`config.mk`:
```
export PLATFORM = sky130hd
export DESIGN_NAME = gss_lane
export DESIGN_NICKNAME = d
export VERILOG_FILES = /design/src/rtl/gss_pkg.sv /design/src/rtl/gss_lane.sv
export SDC_FILE = /design/constraint.sdc
export NUM_CORES = 1
export LEC_CHECK = 0
export ABC_AREA = 0
export BUFFER_PORTS_ARGS = -buffer_cell sky130_fd_sc_hd__buf_2
export CAP_MARGIN = 20
export CORE_UTILIZATION = 55
export DETAILED_ROUTE_END_ITERATION = 6
export PLACE_DENSITY_LB_ADDON = 0.15
export SYNTH_ARGS = -nofsm -noshare
export SYNTH_HDL_FRONTEND = slang
export SYNTH_SLANG_ARGS = --single-unit
```
`constraint.sdc`:
```
create_clock -name clk -period 4 [get_ports clk]
set_clock_uncertainty 0.05 [all_clocks]
set_input_delay 0.2 -clock clk [delete_from_list [all_inputs] [get_ports clk]]
set_output_delay 0.2 -clock clk [all_outputs]
set_load 0.005 [all_outputs]
```
`src/rtl/gss_pkg.sv`:
```
// ----------------------------------------------------------------------------
// gss_pkg
// Types and constants shared by the grid subdivision step blocks.
// ----------------------------------------------------------------------------
`default_nettype none

package gss_pkg;

  localparam int COORD_W     = 20;
  localparam int POS_W       = 7;
  localparam int CFG_W       = 7;
  localparam int VERT_W      = COORD_W + 4;   // column sums, weights up to 8
  localparam int HORZ_W      = COORD_W + 8;   // full sum in 64ths
  localparam int ROUND_SHIFT = 6;
  localparam int ROUND_HALF  = 32;

  typedef enum logic [0:0] {
    REG_GRID_ROWS = 1'b0,
    REG_GRID_COLS = 1'b1
  } cfg_reg_t;

  // output row picked within a run
  typedef enum logic [1:0] {
    ROW_EVEN = 2'd0,   // row 2r-2
    ROW_ODD  = 2'd1,   // row 2r-1
    ROW_LAST = 2'd2    // row 2r, last input row only
  } row_sel_t;

  // output column picked within a run
  typedef enum logic [1:0] {
    COL_ODD_LEFT  = 2'd0,  // col 2c-3
    COL_EVEN      = 2'd1,  // col 2c-2
    COL_ODD_RIGHT = 2'd2,  // col 2c-1, last input column only
    COL_LAST      = 2'd3   // col 2c, last input column only
  } col_sel_t;

  typedef struct packed {
    logic signed [COORD_W-1:0] coord_x;
    logic signed [COORD_W-1:0] coord_y;
    logic signed [COORD_W-1:0] coord_z;
  } in_item_t;

  typedef struct packed {
    logic signed [COORD_W-1:0] out_x;
    logic signed [COORD_W-1:0] out_y;
    logic signed [COORD_W-1:0] out_z;
    logic [POS_W-1:0]          out_row;
    logic [POS_W-1:0]          out_col;
    logic                      run_last;
    logic                      grid_done;
  } out_item_t;

  typedef struct packed {
    logic signed [COORD_W-1:0] x;
    logic signed [COORD_W-1:0] y;
    logic signed [COORD_W-1:0] z;
  } vtx_t;

  // one line store entry: the column's vertex in the previous two rows
  typedef struct packed {
    vtx_t newer;
    vtx_t older;
  } pair_t;

  // 3x3 neighborhood, [row][col], row 2 / col 2 is the newest vertex
  typedef vtx_t [2:0][2:0] win_t;

  typedef struct packed {
    logic             emit;      // row >= 1 and col >= 1
    logic             rb0;       // row 1: upper output row sits on the top edge
    logic             cb0;       // col 1: left output col sits on the left edge
    logic             col_ge2;
    logic             last_row;
    logic             last_col;
    logic [POS_W-1:0] row_base;  // 2r-2
    logic [POS_W-1:0] col_base;  // 2c-3
  } pos_info_t;

  typedef struct packed {
    row_sel_t ar;
    logic     rb0;
    col_sel_t bc;
    logic     cb0;
  } lane_ctl_t;

endpackage

`default_nettype wire

```
`src/rtl/gss_lane.sv`:
```
// ----------------------------------------------------------------------------
// gss_lane
// One coordinate axis: separable weighted sum over the 3x3 window, rounding
// and saturation. Two register stages.
// ----------------------------------------------------------------------------
`default_nettype none

module gss_lane import gss_pkg::*; (
  input  wire logic                          clk,
  input  wire logic                          en,
  input  wire lane_ctl_t                     ctl,
  input  wire logic [2:0][2:0][COORD_W-1:0]  cells,
  output logic signed [COORD_W-1:0]          res
);

  localparam logic signed [HORZ_W-1:0] SAT_MAX = HORZ_W'((64'sd1 <<< (COORD_W - 1)) - 1);
  localparam logic signed [HORZ_W-1:0] SAT_MIN = -HORZ_W'(64'sd1 <<< (COORD_W - 1));

  logic signed [VERT_W-1:0] v_nxt [3];
  logic signed [VERT_W-1:0] v_r   [3];
  col_sel_t                 bc_r;
  logic                     cb0_r;
  logic signed [HORZ_W-1:0] h_nxt;
  logic signed [HORZ_W-1:0] h_r;
  logic signed [HORZ_W-1:0] hv0, hv1, hv2;
  logic signed [HORZ_W-1:0] t;
  logic signed [HORZ_W-1:0] q;

  // vertical weights: (1,6,1) even row, (8) on the edge, (4,4) odd row
  always_comb begin
    logic signed [VERT_W-1:0] w0, w1, w2;
    for (int m = 0; m < 3; m++) begin
      w0 = VERT_W'($signed(cells[0][m]));
      w1 = VERT_W'($signed(cells[1][m]));
      w2 = VERT_W'($signed(cells[2][m]));
      unique case (ctl.ar)
        ROW_EVEN: v_nxt[m] = ctl.rb0 ? (w1 <<< 3) : (w0 + (w1 <<< 2) + (w1 <<< 1) + w2);
        ROW_ODD:  v_nxt[m] = (w1 + w2) <<< 2;
        ROW_LAST: v_nxt[m] = w2 <<< 3;
        default:  v_nxt[m] = '0;
      endcase
    end
  end

  assign hv0 = HORZ_W'(v_r[0]);
  assign hv1 = HORZ_W'(v_r[1]);
  assign hv2 = HORZ_W'(v_r[2]);

  always_comb begin
    unique case (bc_r)
      COL_ODD_LEFT:  h_nxt = (hv0 + hv1) <<< 2;
      COL_EVEN:      h_nxt = cb0_r ? (hv1 <<< 3) : (hv0 + (hv1 <<< 2) + (hv1 <<< 1) + hv2);
      COL_ODD_RIGHT: h_nxt = (hv1 + hv2) <<< 2;
      COL_LAST:      h_nxt = hv2 <<< 3;
      default:       h_nxt = '0;
    endcase
  end

  always_ff @(posedge clk) begin
    if (en) begin
      v_r   <= v_nxt;
      bc_r  <= ctl.bc;
      cb0_r <= ctl.cb0;
      h_r   <= h_nxt;
    end
  end

  // round half up from 64ths, then clamp
  assign t = h_r + HORZ_W'(ROUND_HALF);
  assign q = t >>> ROUND_SHIFT;

  always_comb begin
    priority if (q > SAT_MAX) res = COORD_W'(SAT_MAX);
    else if (q < SAT_MIN)     res = COORD_W'(SAT_MIN);
    else                      res = COORD_W'(q);
  end

endmodule

`default_nettype wire

```
==> flow_summary.yaml <==
sta:
  timing.final.crit_period_ns: 4.103
  fmax_mhz: 243.8
  worst_slack_ns: -0.1025
  hold_violations: 0
  fin_crit_sh_pct: 102.6
  setup_violations: 12
  rsz0062_at_grt: "true"
  max_slew.worst_pin.slew_ns: 0.9688
  relSlewSlack_pct: 34.98
  drv_slew: 0
global_routing:
  grt_first_pass_wirelength_um: 86390
  top_usage_layer: "met2"
  use_met1_pct: 39.12
  grt_max_degree: 45
  grt_usage_pct: 30.85
  grt_util_met2_pct: 54.50
  grt_pass1_vias: 17649
  globalRouteMet3Util_pct: 3.189
  gr-total-overflow: 0
  antenna_found_initial: 4
place:
  numPortBuffers: 207
  post-place-ws_ns: -0.3722
  hpwlAfterDp_um: 44220
  placed_cell_area_sq_mm: 0.02155
  placed_cells: 2997
  place_congestion: 0.9697
routing:
  drc_errors: 0
  wl_per_cell_um: 17.61
  detail-route-antenna-nets: 0
  routed_wl_um: 53530
  viasPerCell: 5.706
  first_pass_iters: 5
  via_count: 17346
  drt-initial-drc-count: 1189
yosys:
  synth.avg_cell_area_sq_um: 8.479
  synth_compound_area_share_pct: 20.32
  yosys.area_share.simple_pct: 11.18
  syn_inst: 2223
  synth_edf_count: 98
  synth_ff_type: "edfxtp_1"
  synth_cell_types: 72
  synthArstFlopShare_pct: 0
  ys_seq_elements: 98
  netlist_area_sq_mm: 0.01885
  synth_top_family_by_area: "adder cells"
  synthAdderAreaFrac_pct: 32.55
  synth-xor-area-share_pct: 7.946
  ys_seq_area_share_pct: 15.61
  synth_fp_nets: 2797
  synthMuxAreaShare_pct: 2.430
  yosys_warnings: 0
worst_setup_path:
  crit_required_ns: 4.06
  r2r_slack_ns: -0.10
  timing.critical_path.arrival_ns: 4.16
  r2r_start: "hv0[5]"
  cp-start-kind: "flip-flop"
  critPathKind: "flip-flop to flip-flop"
  endpoint_kind: "flip-flop"
  critPathMaxFanout: 3
  cp-startpoint: "hv0[5]"
clocking:
  insertion_delay_ns: 0.37
  clock_sinks: 98
  cts_htree_levels: 3
  cts_tree: "yes"
  cts_root_buf: "clkbuf_16"
  cts_buffer_depth: 2
  cts_buffers: 9
  path_clk_slew_ns: 0.08
power_and_ir_drop:
  leakagePower_nw: 11.09
  power.density_mw_per_mm2: 499.6
  design_power_total_w: 0.01115
  ir_drop_mv: 0.2750
run_status:
  violations: "setup timing"
  status: "finished with violations"
floorplan:
  dieArea_sq_mm: 0.03501
  dieHeight_um: 187.1
  die_w_um: 187.1
  start_util_pct: 56.07
  num_io_pins: 208
  core-area_sq_mm: 0.03362
  rows: 67
finish:
  design_area_sq_mm: 0.02231
  finalNonFillerCells: 3040
  drive_above_1_share_pct: 19.61
  nets: 3159
  fillCellCount: 2868
  area_growth_pct: 18.39
min_path:
  min_path_type: "input pin to flip-flop"
  min-delay-start: "cells[138]"
job:
  drv_cap: 0
==> synthesized netlist by cell type, types with 5 or more instances <==
library cell,number,area [sq um]
inv_1,450,1689
ha_1,212,2653
fa_1,174,3483
o21ai_0,143,715.7
a21oi_1,134,670.6
nor2_1,132,495.5
nand2_1,124,465.5
edfxtp_1,98,2943
xnor2_1,93,814.5
xor2_1,78,683.2
a21o_1,57,427.9
nor3_1,48,240.2
clkbuf_1,42,157.7
nand3_1,34,170.2
o22ai_1,30,187.7
o211ai_1,26,195.2
a211oi_1,25,187.7
o21a_1,25,187.7
nand2b_1,23,143.9
o31ai_1,19,142.6
and3_1,18,112.6
a31oi_1,17,106.4
o21bai_1,16,120.1
nand4_1,15,93.84
nor2b_1,15,93.84
mux4_2,14,315.3
mux2i_1,12,120.1
or3_1,12,75.07
and2_1,11,68.82
a222oi_1,9,90.09
or2_2,9,56.30
a211o_1,7,61.31
a22oi_1,7,52.55
buf_1,7,26.28
o221ai_1,7,61.31
o31a_1,7,61.31
o41ai_1,6,52.55
a221oi_1,5,43.79
a41oi_1,5,43.79
==> placed cells by master (no fill, tap or decap), types with 17 or more instances in the layout <==
cell type / n
inv_1: 441
ha_1: 207
buf_2: 206
buf_4: 188
fa_1: 171
nor2_1: 132
o21ai_0: 128
nand2_1: 122
a21oi_1: 120
edfxtp_1: 98
xnor2_1: 90
xor2_1: 77
a21o_1: 57
nor3_1: 45
nand3_1: 34
o22ai_1: 30
o211ai_1: 26
a211oi_1: 24
o21a_1: 24
nand2b_1: 22
and3_1: 18
o31ai_1: 17
==> critical path, cell delays in order (launching register included) <==
cell	delay, ns
edfxtp_1	0.40
inv_1	0.08
fa_1	0.49
fa_1	0.50
inv_1	0.05
ha_1	0.32
nand4_1	0.15
o2bb2ai_2	0.08
a221o_1	0.39
a31oi_2	0.25
buf_4	0.17
o21ai_4	0.07
a21oi_2	0.18
xnor2_1	0.13
o21ai_1	0.07
mux4_2	0.46
==> registers in the layout, summed over array words and instances, names as in the netlist <==
register / flops
hv1: 24
hv0: 24
bc_r: 2
hv2: 24
h_r: 23
cb0_r: 1
==> stage by stage <==
stage          TNS [ns]  hold WS, ns  util [%]
2_1_floorplan  -0.09498       0.2489         -
3_3_place_gp     -4.535       0.3283     64.11
3_5_place_dp     -7.587       0.3309     64.11
4_1_cts         -0.1616       0.1240     65.73
5_1_grt          -3.003       0.1601     66.38
6_report        -0.7821       0.1350     66.38
==> cells by family (layout without fill, tap and decap cells) <==
kind of cell / Yosys count / after routing
muxes: 28 / 28
other: 0 / 2
adders and majority gates: 386 / 386
and+or+nand+nor: 452 / 452
DFF: 98 / 98
xor gates and xnor gates: 171 / 171
AOI/OAI and AO/OA: 588 / 588
buffers and inverters: 500 / 867
==> timing repair <==
item	in CTS	in global routing
endpoints found under the hold margin	3	0
gates resized for setup	29	44
pin swaps	18	31
hold buffers	3	0
buffers inserted	14	9
endpoints found under the setup margin	14	36
==> power breakdown <==
group / internal (W) / leakage, nW / total, W / switching [W]
Sequential: 0.00140 / 0.951 / 0.00160 / 0.000201
Clock: 0.000441 / 0.142 / 0.000917 / 0.000476
Combinational: 0.00424 / 10.0 / 0.00863 / 0.00439
Total: 0.00608 / 11.1 / 0.0111 / 0.00507
==> routing by layer <==
metal,wire [um],vias up
li1,-,8363
met3,3013,92
met5,23,-
met4,1650,4
met2,26250,541
met1,22590,8346
==> area by class of cell <==
cell class                      instances  area [sq um]  share of cell area, %
Antenna cell                            2         5.005                0.02243
Clock buffer                            9         225.2                  1.009
Clock inverter                          7         70.07                 0.3140
Inverter                              451          1693                  7.587
Multi-Input combinational cell       1625         14310                  64.14
Sequential cell                        98          2943                  13.19
Tap cell                              448         560.5                  2.512
Timing Repair Buffer                  400          2506                  11.23
==> final timing paths <==
check                 end  depth (start not counted)
setup / recovery  h_r[22]                         15
hold reg to reg   h_r[11]                          1
hold / removal    hv0[21]                          3
setup reg to reg  h_r[22]                         15
Note: power is estimated with default switching activity, not from simulation.
